--- src/rtl/core/mfpc_pkg.sv ---
// ----------------------------------------------------------------------------
// mfpc_pkg
// Types, constants and helper functions for the Morton point compare unit.
// ----------------------------------------------------------------------------
package mfpc_pkg;

    localparam int unsigned WORD_W   = 32;
    localparam int unsigned LEVEL_W  = 9;
    localparam int unsigned MANT_W   = 23;
    localparam int unsigned EXP_BIAS = 127;
    localparam logic signed [LEVEL_W-1:0] LEVEL_NONE = -9'sd150;

    // Per-axis result handed from the axis unit to the merge stage
    typedef struct packed {
        logic signed [LEVEL_W-1:0] level;
        logic                      less;
    } t_axis_res;

    // Order key so that unsigned compare follows float order
    function automatic logic [WORD_W-1:0] order_key(input logic [WORD_W-1:0] a);
        order_key = a[WORD_W-1] ? ~a : (a | 32'h8000_0000);
    endfunction

    function automatic logic is_nan(input logic [WORD_W-1:0] a);
        is_nan = (a[30:23] == 8'hFF) && (a[22:0] != '0);
    endfunction

    // Float bits of 2^k
    function automatic logic [WORD_W-1:0] pow2_bits(input logic signed [LEVEL_W:0] k);
        logic signed [LEVEL_W:0] e;
        logic [7:0]              sh;
        e  = k + 10'sd127;
        sh = 8'(k + 10'sd149);
        if (k >= 10'sd128)       pow2_bits = 32'h7F80_0000;
        else if (k >= -10'sd126) pow2_bits = {1'b0, e[7:0], 23'd0};
        else if (k < -10'sd149)  pow2_bits = '0;
        else                     pow2_bits = 32'd1 << sh[4:0];
    endfunction

endpackage

--- src/rtl/core/mfpc_axis.sv ---
// ----------------------------------------------------------------------------
// mfpc_axis
// Highest differing bit level and float less-than for one coordinate pair.
// ----------------------------------------------------------------------------
module mfpc_axis import mfpc_pkg::*; (
    input  logic [WORD_W-1:0] i_a,
    input  logic [WORD_W-1:0] i_b,
    output t_axis_res         o_res
);

    logic [7:0]        ea, eb, emax;
    logic [MANT_W-1:0] x;
    logic [4:0]        lead;
    logic              found;
    logic signed [LEVEL_W-1:0] level;
    logic              less;

    assign ea   = i_a[30:23];
    assign eb   = i_b[30:23];
    assign emax = (ea > eb) ? ea : eb;
    assign x    = i_a[MANT_W-1:0] ^ i_b[MANT_W-1:0];

    // Leading-one search over the mantissa XOR (priority encoder)
    always_comb begin
        lead  = '0;
        found = 1'b0;
        for (int j = 0; j < MANT_W; j++) begin
            if (x[j]) begin
                lead  = 5'(j);
                found = 1'b1;
            end
        end
    end

    // Level: larger exponent, or exponent less mantissa depth
    always_comb begin
        if (ea != eb) begin
            level = LEVEL_W'($signed({1'b0, emax}) - 10'sd127);
        end else if (found) begin
            level = LEVEL_W'($signed({2'b0, ea}) - 10'sd150
                             + $signed({5'b0, lead}));
        end else begin
            level = LEVEL_NONE;
        end
    end

    // IEEE less-than: NaN and zero pairs are false
    always_comb begin
        if (is_nan(i_a) || is_nan(i_b))                 less = 1'b0;
        else if (i_a[30:0] == '0 && i_b[30:0] == '0)    less = 1'b0;
        else less = order_key(i_a) < order_key(i_b);
    end

    assign o_res = '{level: level, less: less};

endmodule

--- src/rtl/core/morton_float_point_compare_unit.sv ---
// ----------------------------------------------------------------------------
// morton_float_point_compare_unit
// Morton order compare of two 3D float points with difference level and volume.
//
// Channel | Dir | Content
// s_axis  | in  | tdata: p_x, p_y, p_z, q_x, q_y, q_z (192 bits)
// m_axis  | out | tdata: p_not_after_q, diff_level, volume_bits (48 bits)
//
// One item per cycle while the output is not stalled; input register, then result register.
// Throughput is set by the single compare pass between the two registers.
// Reset clears both valid flags. A stalled output holds its item while the
// input register still takes one more item; both stall only when both are full.
// ----------------------------------------------------------------------------
module morton_float_point_compare_unit import mfpc_pkg::*; (
    input  logic         i_clk,
    input  logic         i_rst_n,
    input  logic         s_axis_tvalid,
    output logic         s_axis_tready,
    input  logic [191:0] s_axis_tdata,  // p_x, p_y, p_z, q_x, q_y, q_z
    output logic         m_axis_tvalid,
    input  logic         m_axis_tready,
    output logic [47:0]  m_axis_tdata   // p_not_after_q, diff_level[8:0], volume_bits, pad
);

    logic [191:0] r_in;
    logic         r_in_vld;
    logic [47:0]  r_out;
    logic         r_out_vld;
    logic         out_take;
    t_axis_res    res [3];
    logic signed [LEVEL_W-1:0] best;
    logic                      rslt;
    logic [47:0]  n_out;

    assign out_take      = !r_out_vld || m_axis_tready;
    assign s_axis_tready = !r_in_vld || out_take;

    // Axis units
    for (genvar g = 0; g < 3; g++) begin : g_axis
        mfpc_axis u_axis (
            .i_a   (r_in[g*32 +: 32]),
            .i_b   (r_in[(g+3)*32 +: 32]),
            .o_res (res[g])
        );
    end

    // Merge: first axis with a strictly greater level decides
    always_comb begin
        best = LEVEL_NONE;
        rslt = 1'b1;
        for (int i = 0; i < 3; i++) begin
            if (res[i].level > best) begin
                best = res[i].level;
                rslt = res[i].less;
            end
        end
        n_out = {6'd0, pow2_bits(10'(best) + 10'sd1), best, rslt};
    end

    always_ff @(posedge i_clk) begin
        if (!i_rst_n) begin
            r_in_vld  <= 1'b0;
            r_out_vld <= 1'b0;
        end else begin
            if (s_axis_tready) r_in_vld <= s_axis_tvalid;
            if (out_take)      r_out_vld <= r_in_vld;
        end
    end

    always_ff @(posedge i_clk) begin
        if (s_axis_tready && s_axis_tvalid) r_in <= s_axis_tdata;
        if (out_take && r_in_vld)           r_out <= n_out;
    end

    assign m_axis_tvalid = r_out_vld;
    assign m_axis_tdata  = r_out;

endmodule

--- config.mk ---
export PLATFORM = sky130hd
export DESIGN_NAME = morton_float_point_compare_unit
export DESIGN_NICKNAME = d
export VERILOG_FILES = /design/src/rtl/core/mfpc_pkg.sv /design/src/rtl/core/mfpc_axis.sv /design/src/rtl/core/morton_float_point_compare_unit.sv
export SDC_FILE = /design/constraint.sdc
export NUM_CORES = 1
export LEC_CHECK = 0
export BUFFER_PORTS_ARGS = -buffer_cell sky130_fd_sc_hd__buf_2
export CAP_MARGIN = 20
export CELL_PAD_IN_SITES_DETAIL_PLACEMENT = 0
export CELL_PAD_IN_SITES_GLOBAL_PLACEMENT = 1
export CORE_ASPECT_RATIO = 0.75
export CORE_MARGIN = 2
export CORE_UTILIZATION = 45
export CTS_BUF_LIST = sky130_fd_sc_hd__clkbuf_8
export CTS_CLUSTER_SIZE = 20
export DETAILED_ROUTE_END_ITERATION = 7
export GPL_TIMING_DRIVEN = 0
export PLACE_DENSITY_LB_ADDON = 0.05
export SYNTH_ARGS = -nofsm -noshare
export SYNTH_HDL_FRONTEND = slang
export SYNTH_SLANG_ARGS = --single-unit
--- constraint.sdc ---
create_clock -name i_clk -period 10.1 [get_ports i_clk]
set_input_delay 0.505 -clock i_clk [delete_from_list [all_inputs] [get_ports i_clk]]
set_output_delay 0.505 -clock i_clk [all_outputs]
set_load 0.03 [all_outputs]
==> results of run 1 <==
-- layout by cell type, fill, tap and decap left out, types with 10 or more instances in the layout --
cell type / Yosys / routed
nor4b_1: 12 / 10
a21oi_1: 80 / 74
nor2_1: 60 / 54
xor2_1: 138 / 137
o21ai_0: 58 / 51
o21a_1: 18 / 17
xnor2_1: 170 / 163
o211ai_1: 27 / 27
inv_1: 86 / 88
ha_1: 183 / 181
clkbuf_1: 33 / 30
a21o_1: 22 / 21
edfxtp_1: 234 / 234
clkbuf_8: 0 / 39
nand2_1: 64 / 61
nand2b_1: 28 / 28
nand4_1: 55 / 55
nor3_1: 36 / 30
or2_2: 10 / 10
nor2b_1: 30 / 29
buf_4: 7 / 28
nand3_1: 33 / 32
o21bai_1: 13 / 12
buf_2: 3 / 239
and3_1: 10 / 10
clkinv_1: 0 / 13
buf_1: 17 / 15
nor4_1: 56 / 49
-- logic make-up after synthesis --
kind of cell | synth area share
other | 0.000211
multiplexers | 0.00648
buffers and inverters | 0.0334
XOR/XNOR | 0.152
AND/OR/NAND/NOR | 0.144
adder cells (fa/ha/maj) | 0.132
AO/OA/AOI/OAI | 0.134
flip-flops | 0.398
-- registers in the layout, summed over array words and instances (netlist names) --
name and flops:
m_axis_tvalid 1, r_in_vld 1, r_in 192, m_axis_tdata 42
-- power by group through the flow --
stage / logic (mW) / registers (mW) / clock network, mW
4_1_cts: 1.95 / 1.26 / 0.889
3_3_place_gp: 1.75 / 1.29 / 0
5_1_grt: 2.33 / 1.27 / 0.935
2_1_floorplan: 1.26 / 1.33 / 0
6_report: 2.14 / 1.26 / 0.856
3_5_place_dp: 1.78 / 1.28 / 0
-- how the worst max path moves through the flow --
stage	from	to	cells after the start
2_1_floorplan	r_in[97]	m_axis_tdata[38]	50
3_3_place_gp	r_in[97]	m_axis_tdata[37]	49
3_5_place_dp	r_in[97]	m_axis_tdata[37]	49
4_1_cts	r_in[97]	m_axis_tdata[40]	49
5_1_grt	r_in[4]	m_axis_tdata[37]	44
6_report	r_in[97]	m_axis_tdata[35]	46
-- layer usage --
metal  vias up  track usage  wire, um
li1       6938            -         -
met4         0       0.0472       759
met1      6617        0.359     24100
met3        55       0.0399      2780
met2       361        0.344     20400
met5         -            0         0
-- area by class of cell --
class / instances / area (um2) / area share
clock buffers: 39 / 537 / 0.0254
diodes: 1 / 2.50 / 0.000118
inverters: 87 / 327 / 0.0154
well taps: 512 / 641 / 0.0303
plain buffers: 57 / 270 / 0.0128
flip-flops and latches: 236 / 7070 / 0.334
multi-input cells: 1304 / 10700 / 0.504
repair buffers: 263 / 1430 / 0.0677
clock inverters: 30 / 223 / 0.0105
-- stage by stage --
stage	util	instances	hold slack, ps
floorplan	-	1688	477
global placement	0.508	2439	491
detailed placement	0.510	2442	522
CTS	0.539	2520	45.2
global route	0.548	2529	53.5
finish	0.548	2529	91.3
-- repair_timing --
item / CTS / global route
gates cloned: 0 / 1
buffers inserted: 11 / 9
pin swaps: 11 / 30
gates resized for setup: 56 / 57
setup endpoints to repair: 32 / 32
-- critical path, delay by kind of cell, from the launching register on --
family	cells	cell delay, ps
adders and majority gates	6	1620
AOI/OAI and AO/OA	20	4340
DFF	1	450
buffers and inverters	5	650
xor gates and xnor gates	1	230
and+or+nand+nor	14	2100
==> impl_metrics.py, run 1 <==
metrics = {
    "power_and_ir_drop": {
        "peakVddDrop_mv": 0.161,
        "finalPower_mw": 4.25,
        "combPwrFrac": 0.502,
        "leakage_nw": 8.29,
        "p_int_mw": 2.46,
        "p_seq_frac": 0.297,
        "powerDensity_nw_per_um2": 201,
        "swShare": 0.421,
        "pwr-share-clk": 0.201,
        "p_sw_mw": 1.79,
    },
    "die": {
        "ios": 246,
        "dieArea_um2": 41100,
        "initial_core_util": 0.460,
        "placementRows": 62,
        "core_um2": 38600,
        "die_x_um": 233,
        "die_h_um": 176,
    },
    "worst_setup_path": {
        "start_kind": "register",
        "reg2reg_depth": 46,
        "path_common_cell": "ha_1",
        "cp_slowest_cell": "a221oi_1",
        "path_class": "register to register",
        "critPathRequiredTime_ps": 10400,
        "arrival_ps": 10000,
        "ff2ff_setup_slack_ps": 400,
        "worstPathMaxFanout": 6,
        "end_kind": "register",
        "slowest_delay_ps": 710,
        "reg2reg_to": "m_axis_tdata[35]",
        "r2r-start": "r_in[97]",
    },
    "logic_synthesis": {
        "synth-main-ff-cell": "edfxtp_1",
        "synth-edff-count": 234,
        "yosys_warnings": 0,
        "syn_area_per_cell_um2": 10.6,
        "netlist_instances": 1683,
        "syn-cell-area_um2": 17800,
        "synth-seq-cells": 236,
        "seq_area_frac_synth": 0.398,
        "synth.top_cell.area_share": 0.396,
        "yosys-top-cells-count": "edfxtp_1, ha_1, xnor2_1, xor2_1, inv_1",
        "yosys.area.top_type": "edfxtp_1",
        "synth.most_common_cell": "edfxtp_1",
        "yosys-top-cells-area": "edfxtp_1, ha_1, xnor2_1",
        "synthArstFlopShare": 0,
        "ys_types": 93,
    },
    "place": {
        "dp_slack_ps": -1250,
        "place.gp.congestion": 0.927,
        "hpwlAfterDp_um": 37200,
        "port_buffers": 239,
        "placed_cell_area_um2": 19700,
    },
    "sta": {
        "fin_ws_ps": 400,
        "period_needed_ps": 9700,
        "tns_ps": 0,
        "hold_viol": 0,
        "finalMaxSlewViolations": 0,
        "fmax_mhz": 103,
        "timing.final.crit_share": 0.960,
        "setup_violations": 0,
        "max-slew-margin-rel": 0.224,
        "rsz0062_at_grt": "yes",
        "worst_clock_skew_ps": 22.2,
        "worstMarginPinSlew_ps": 1160,
    },
    "routing": {
        "drt_iter0_markers": 855,
        "vias": 13971,
        "wl_per_cell_um": 19.0,
        "ant_nets": 0,
        "viasPerCell": 5.52,
        "route.detailed.drc": 0,
        "first_pass_iters": 7,
        "totalWireLength_um": 48100,
    },
    "clocking": {
        "clk_latency_ps": 580,
        "ctsHoldBuffers": 0,
        "clock_path_buffers": 3,
        "cts_tree": "yes",
        "clk_pin_slew_ps": 80,
        "cts_made_buffers": 39,
        "cts_root_buf": "clkbuf_8",
        "cts_sinks": 236,
        "h-tree-depth": 2,
    },
    "grt": {
        "grt_max_degree": 77,
        "first_global_vias": 13812,
        "grt_use_total": 0.234,
        "grt_antenna_before_repair": 1,
        "grt_pass1_wl_um": 75600,
        "gr-total-overflow": 0,
    },
    "layout": {
        "fill_cells": 3497,
        "fin_area_um2": 21200,
        "syn_to_final_growth_pct": 19.2,
        "drive_above_1_share": 0.220,
        "nNetsFinal": 2370,
    },
    "min_path": {
        "hold-path-endpoint": "r_in[125]",
        "hold_depth": 1,
        "hp-start": "s_axis_tdata[125]",
        "hold_path.class": "input pin to register",
    },
    "status": {
        "status": "complete, no violations",
    },
    "run": {
        "cap_violations": 0,
    },
}
No activity file was read; power rests on OpenSTA's default activity.
==> inputs of run 2 (changes only) <==
Settings changed: RECOVER_POWER set to 100.
==> impl_metrics.py, run 2 (synthesized netlist as in run 1, its figures left out) <==
metrics = {
    "worst_setup_path": {
        "path_common_cell": "ha_1",
        "slowest_delay_ps": 710,
        "arrival_ps": 10000,
        "start_kind": "register",
        "path_class": "register to register",
        "critPathRequiredTime_ps": 10390,
        "worstPathMaxFanout": 6,
        "reg2reg_depth": 46,
        "cp_slowest_cell": "a221oi_1",
        "end_kind": "register",
    },
    "clocking": {
        "cts_made_buffers": 39,
        "cts_root_buf": "clkbuf_8",
        "ctsHoldBuffers": 0,
        "clk_latency_ps": 580,
        "clk_pin_slew_ps": 70,
        "cts_tree": "yes",
        "h-tree-depth": 2,
        "cts_sinks": 236,
        "clock_path_buffers": 3,
    },
    "die": {
        "ios": 246,
        "die_h_um": 176,
        "dieArea_um2": 41100,
        "placementRows": 62,
        "initial_core_util": 0.460,
        "die_x_um": 233,
        "core_um2": 38600,
    },
    "layout": {
        "final_cells": 2529,
        "layout_commonest_cell": "edfxtp_1",
        "largest_reg_flops": 192,
        "fin_area_um2": 21000,
        "fill_cells": 3544,
        "top_register": "r_in",
        "layout_common_cells": "edfxtp_1, ha_1, buf_2",
        "nNetsFinal": 2370,
        "drive_above_1_share": 0.188,
        "syn_to_final_growth_pct": 18.3,
    },
    "grt": {
        "gr-total-overflow": 0,
        "grt_max_degree": 77,
        "grt_antenna_before_repair": 1,
        "grt_pass1_wl_um": 75600,
        "first_global_vias": 13812,
        "grt_use_total": 0.234,
    },
    "sta": {
        "setup_violations": 0,
        "rsz0062_at_grt": "yes",
        "finalMaxSlewViolations": 197,
        "worst_clock_skew_ps": 21.4,
        "worstMarginPinSlew_ps": 3880,
        "timing.final.crit_share": 0.961,
        "tns_ps": 0,
        "max-slew-margin-rel": -1.58,
        "hold_viol": 0,
        "period_needed_ps": 9700,
        "fmax_mhz": 103,
    },
    "routing": {
        "vias": 13981,
        "drt_iter0_markers": 854,
        "wl_per_cell_um": 19.0,
        "route.detailed.drc": 0,
        "totalWireLength_um": 48200,
        "viasPerCell": 5.53,
        "first_pass_iters": 6,
        "ant_nets": 0,
    },
    "place": {
        "placed_cell_area_um2": 19700,
        "place.gp.congestion": 0.927,
        "dpl.cell_count": 2442,
        "hpwlAfterDp_um": 37200,
        "port_buffers": 239,
    },
    "run": {
        "cap_violations": 3,
    },
    "power_and_ir_drop": {
        "leakage_nw": 8.11,
        "powerDensity_nw_per_um2": 202,
        "peakVddDrop_mv": 0.161,
        "finalPower_mw": 4.25,
    },
    "min_path": {
        "hold_path.class": "input pin to register",
        "hold_depth": 1,
    },
    "status": {
        "status": "finished, violations left",
        "failed_checks": "capacitance limit, slew limit",
    },
}
[run 2: cell count changes in the layout (fill, tap and decap cells not counted), sizes merged]
cell | before | now
clkbuf | 70 | 131
buf | 288 | 227
[run 2: per-layer routing]
metal  routed length (um)  share of wire  global-route usage
met1                24300           0.50               0.359
met2                20400           0.42               0.344
met3                 2710          0.056              0.0399
met4                  774          0.016              0.0472
met5                    0              0                   0
[run 2: worst max-delay path, delay by kind of cell, from the launching register on]
kind	cells	cell delay [ps]
adder cells (fa/ha/maj)	6	1620
flip-flops	1	450
AND/OR/NAND/NOR	14	2100
buffers and inverters	5	650
XOR/XNOR	1	230
AO/OA/AOI/OAI	20	4360
[run 2: where the power goes]
part           switching, mW  total [mW]  internal, mW
Sequential            0.0710        1.27          1.20
Clock                  0.412       0.856         0.444
Combinational           1.31        2.12         0.814
[run 2: worst paths after layout]
kind | startpoint | slack, ps | end
worst max-delay path | r_in[97] | 400 | m_axis_tdata[35]
worst min-delay path | s_axis_tdata[125] | 90 | r_in[125]
worst max register to register | r_in[97] | 400 | m_axis_tdata[35]
worst min register to register | r_in_vld | 520 | m_axis_tvalid
[run 2: cell type report]
class                      count  area, um2  share of cell area
multi-input combinational   1304      10700               0.507
sequential                   236       7070               0.336
timing repair buffer         263       1300              0.0617
tap                          512        641              0.0305
clock buffer                  39        537              0.0255
inverter                      87        327              0.0155
buffer                        57        270              0.0129
clock inverter                30        223              0.0106
antenna                        1       2.50            0.000119
[run 2: stage by stage]
step / setup slack [ps] / util / hold WS (ps)
floorplan: 919 / - / 477
global placement: -1240 / 0.508 / 491
detailed placement: -1250 / 0.510 / 522
CTS: 10.2 / 0.539 / 45.2
global route: -88.2 / 0.544 / 53.5
finish: 397 / 0.544 / 93.4
[run 2: what timing repair did]
item                       4_1_cts  5_1_grt
buffers inserted                11        9
resized for setup               56       57
cloned                           0        1
pin swaps                       11       30
setup endpoints to repair       32       32
==> inputs of run 3 (changes only) <==
Clock period 10.1 ns to 10.9 ns, I/O delays scaled along.
==> impl_metrics.py, run 3 (synthesized netlist as in run 1, its figures left out) <==
metrics = {
    "status": {
        "status": "finished, violations left",
        "failed_checks": "capacitance limit, slew limit",
    },
    "place": {
        "hpwlAfterDp_um": 37200,
        "dpl.cell_count": 2442,
        "place.gp.congestion": 0.927,
        "placed_cell_area_um2": 19700,
        "dp_slack_ps": -449,
        "port_buffers": 239,
    },
    "layout": {
        "top_register": "r_in",
        "nNetsFinal": 2363,
        "drive_above_1_share": 0.170,
        "multi_input_area_um2": 10400,
        "fin_area_um2": 20700,
        "syn_to_final_growth_pct": 16.6,
        "layout_common_cells": "edfxtp_1, buf_2, ha_1",
        "regArea_um2": 7070,
        "layout_commonest_cell": "edfxtp_1",
        "largest_reg_flops": 192,
        "final_cells": 2522,
        "fill_cells": 3583,
    },
    "routing": {
        "vias": 13938,
        "route.detailed.drc": 0,
        "viasPerCell": 5.53,
        "drt_iter0_markers": 962,
        "totalWireLength_um": 47800,
        "first_pass_iters": 5,
        "ant_nets": 0,
        "wl_per_cell_um": 19.0,
    },
    "clocking": {
        "clock_path_buffers": 3,
        "cts_tree": "yes",
        "cts_sinks": 236,
        "h-tree-depth": 2,
        "cts_made_buffers": 39,
        "cts_root_buf": "clkbuf_8",
        "clk_pin_slew_ps": 80,
        "clk_latency_ps": 580,
        "ctsHoldBuffers": 0,
    },
    "sta": {
        "tns_ps": 0,
        "fmax_mhz": 96.3,
        "max-slew-margin-rel": -1.55,
        "period_needed_ps": 10380,
        "timing.final.crit_share": 0.953,
        "worstMarginPinSlew_ps": 3830,
        "setup_violations": 0,
        "worst_clock_skew_ps": 23.2,
        "finalMaxSlewViolations": 197,
        "fin_ws_ps": 516,
        "hold_viol": 0,
    },
    "min_path": {
        "hold_path.class": "input pin to register",
    },
    "run": {
        "cap_violations": 3,
    },
    "die": {
        "initial_core_util": 0.460,
        "placementRows": 62,
        "ios": 246,
        "dieArea_um2": 41100,
        "core_um2": 38600,
        "die_h_um": 176,
        "die_x_um": 233,
    },
    "worst_setup_path": {
        "worstPathMaxFanout": 10,
        "critPathRequiredTime_ps": 11280,
        "start_kind": "register",
        "end_kind": "register",
        "slowest_delay_ps": 510,
        "path_class": "register to register",
        "cp_slowest_cell": "or3_1",
        "arrival_ps": 10760,
        "path_common_cell": "ha_1",
    },
    "power_and_ir_drop": {
        "finalPower_mw": 3.77,
        "leakage_nw": 8.00,
        "peakVddDrop_mv": 0.111,
        "powerDensity_nw_per_um2": 182,
    },
    "grt": {
        "grt_antenna_before_repair": 1,
        "gr-total-overflow": 0,
        "grt_max_degree": 77,
        "first_global_vias": 13703,
        "grt_use_total": 0.232,
        "grt_pass1_wl_um": 75000,
    },
}
## run 3: path summary, 6_finish.rpt
kind / slack, ps / to / cells after the start / startpoint
setup reg to reg: 520 / m_axis_tdata[29] / 48 / r_in[97]
hold reg to reg: 530 / m_axis_tvalid / 1 / r_in_vld
hold / removal: 130 / r_in[125] / 1 / s_axis_tdata[125]
setup / recovery: 520 / m_axis_tdata[29] / 48 / r_in[97]
## run 3: final cells by class
cell class                 instances  share of cell area
sequential                       236               0.341
inverter                          87              0.0158
buffer                            59              0.0128
multi-input combinational       1304               0.503
clock buffer                      39              0.0259
tap                              512              0.0309
timing repair buffer             254              0.0592
antenna                            1            0.000121
clock inverter                    30              0.0108
## run 3: timing repair
item | CTS | global route
setup buffers | 0 | 12
pin swaps | 0 | 10
endpoints found under the setup margin | 32 | 32
resized for setup | 9 | 56
## run 3: critical path, delay by kind of cell (launching register included)
family                   cells  cell delay (ps)
multiplexers                 2              240
buffers and inverters        4              640
AO/OA/AOI/OAI               20             3730
adder cells (fa/ha/maj)      6             1620
AND/OR/NAND/NOR             15             3270
flip-flops                   1              460
XOR/XNOR                     1              210
## run 3: power breakdown
part | switching [mW] | total, mW | internal [mW] | leakage [nW]
Sequential | 0.0657 | 1.17 | 1.11 | 2.27
Combinational | 1.12 | 1.80 | 0.677 | 5.33
Clock | 0.382 | 0.793 | 0.411 | 0.400
Total | 1.57 | 3.77 | 2.20 | 8.00
## run 3: per-stage QoR
stage / hold WS, ps / utilization
4_1_cts: 85.2 / 0.531
6_report: 128 / 0.536
3_5_place_dp: 522 / 0.510
2_1_floorplan: 477 / -
5_1_grt: 93.5 / 0.536
3_3_place_gp: 491 / 0.508
## run 3: metal layers
layer	GRT usage	share of wire	up-vias
met1	0.358	0.50	6573
met4	0.0480	0.016	0
met2	0.339	0.42	393
met3	0.0388	0.063	58
li1	-	-	6914
met5	0	0	-
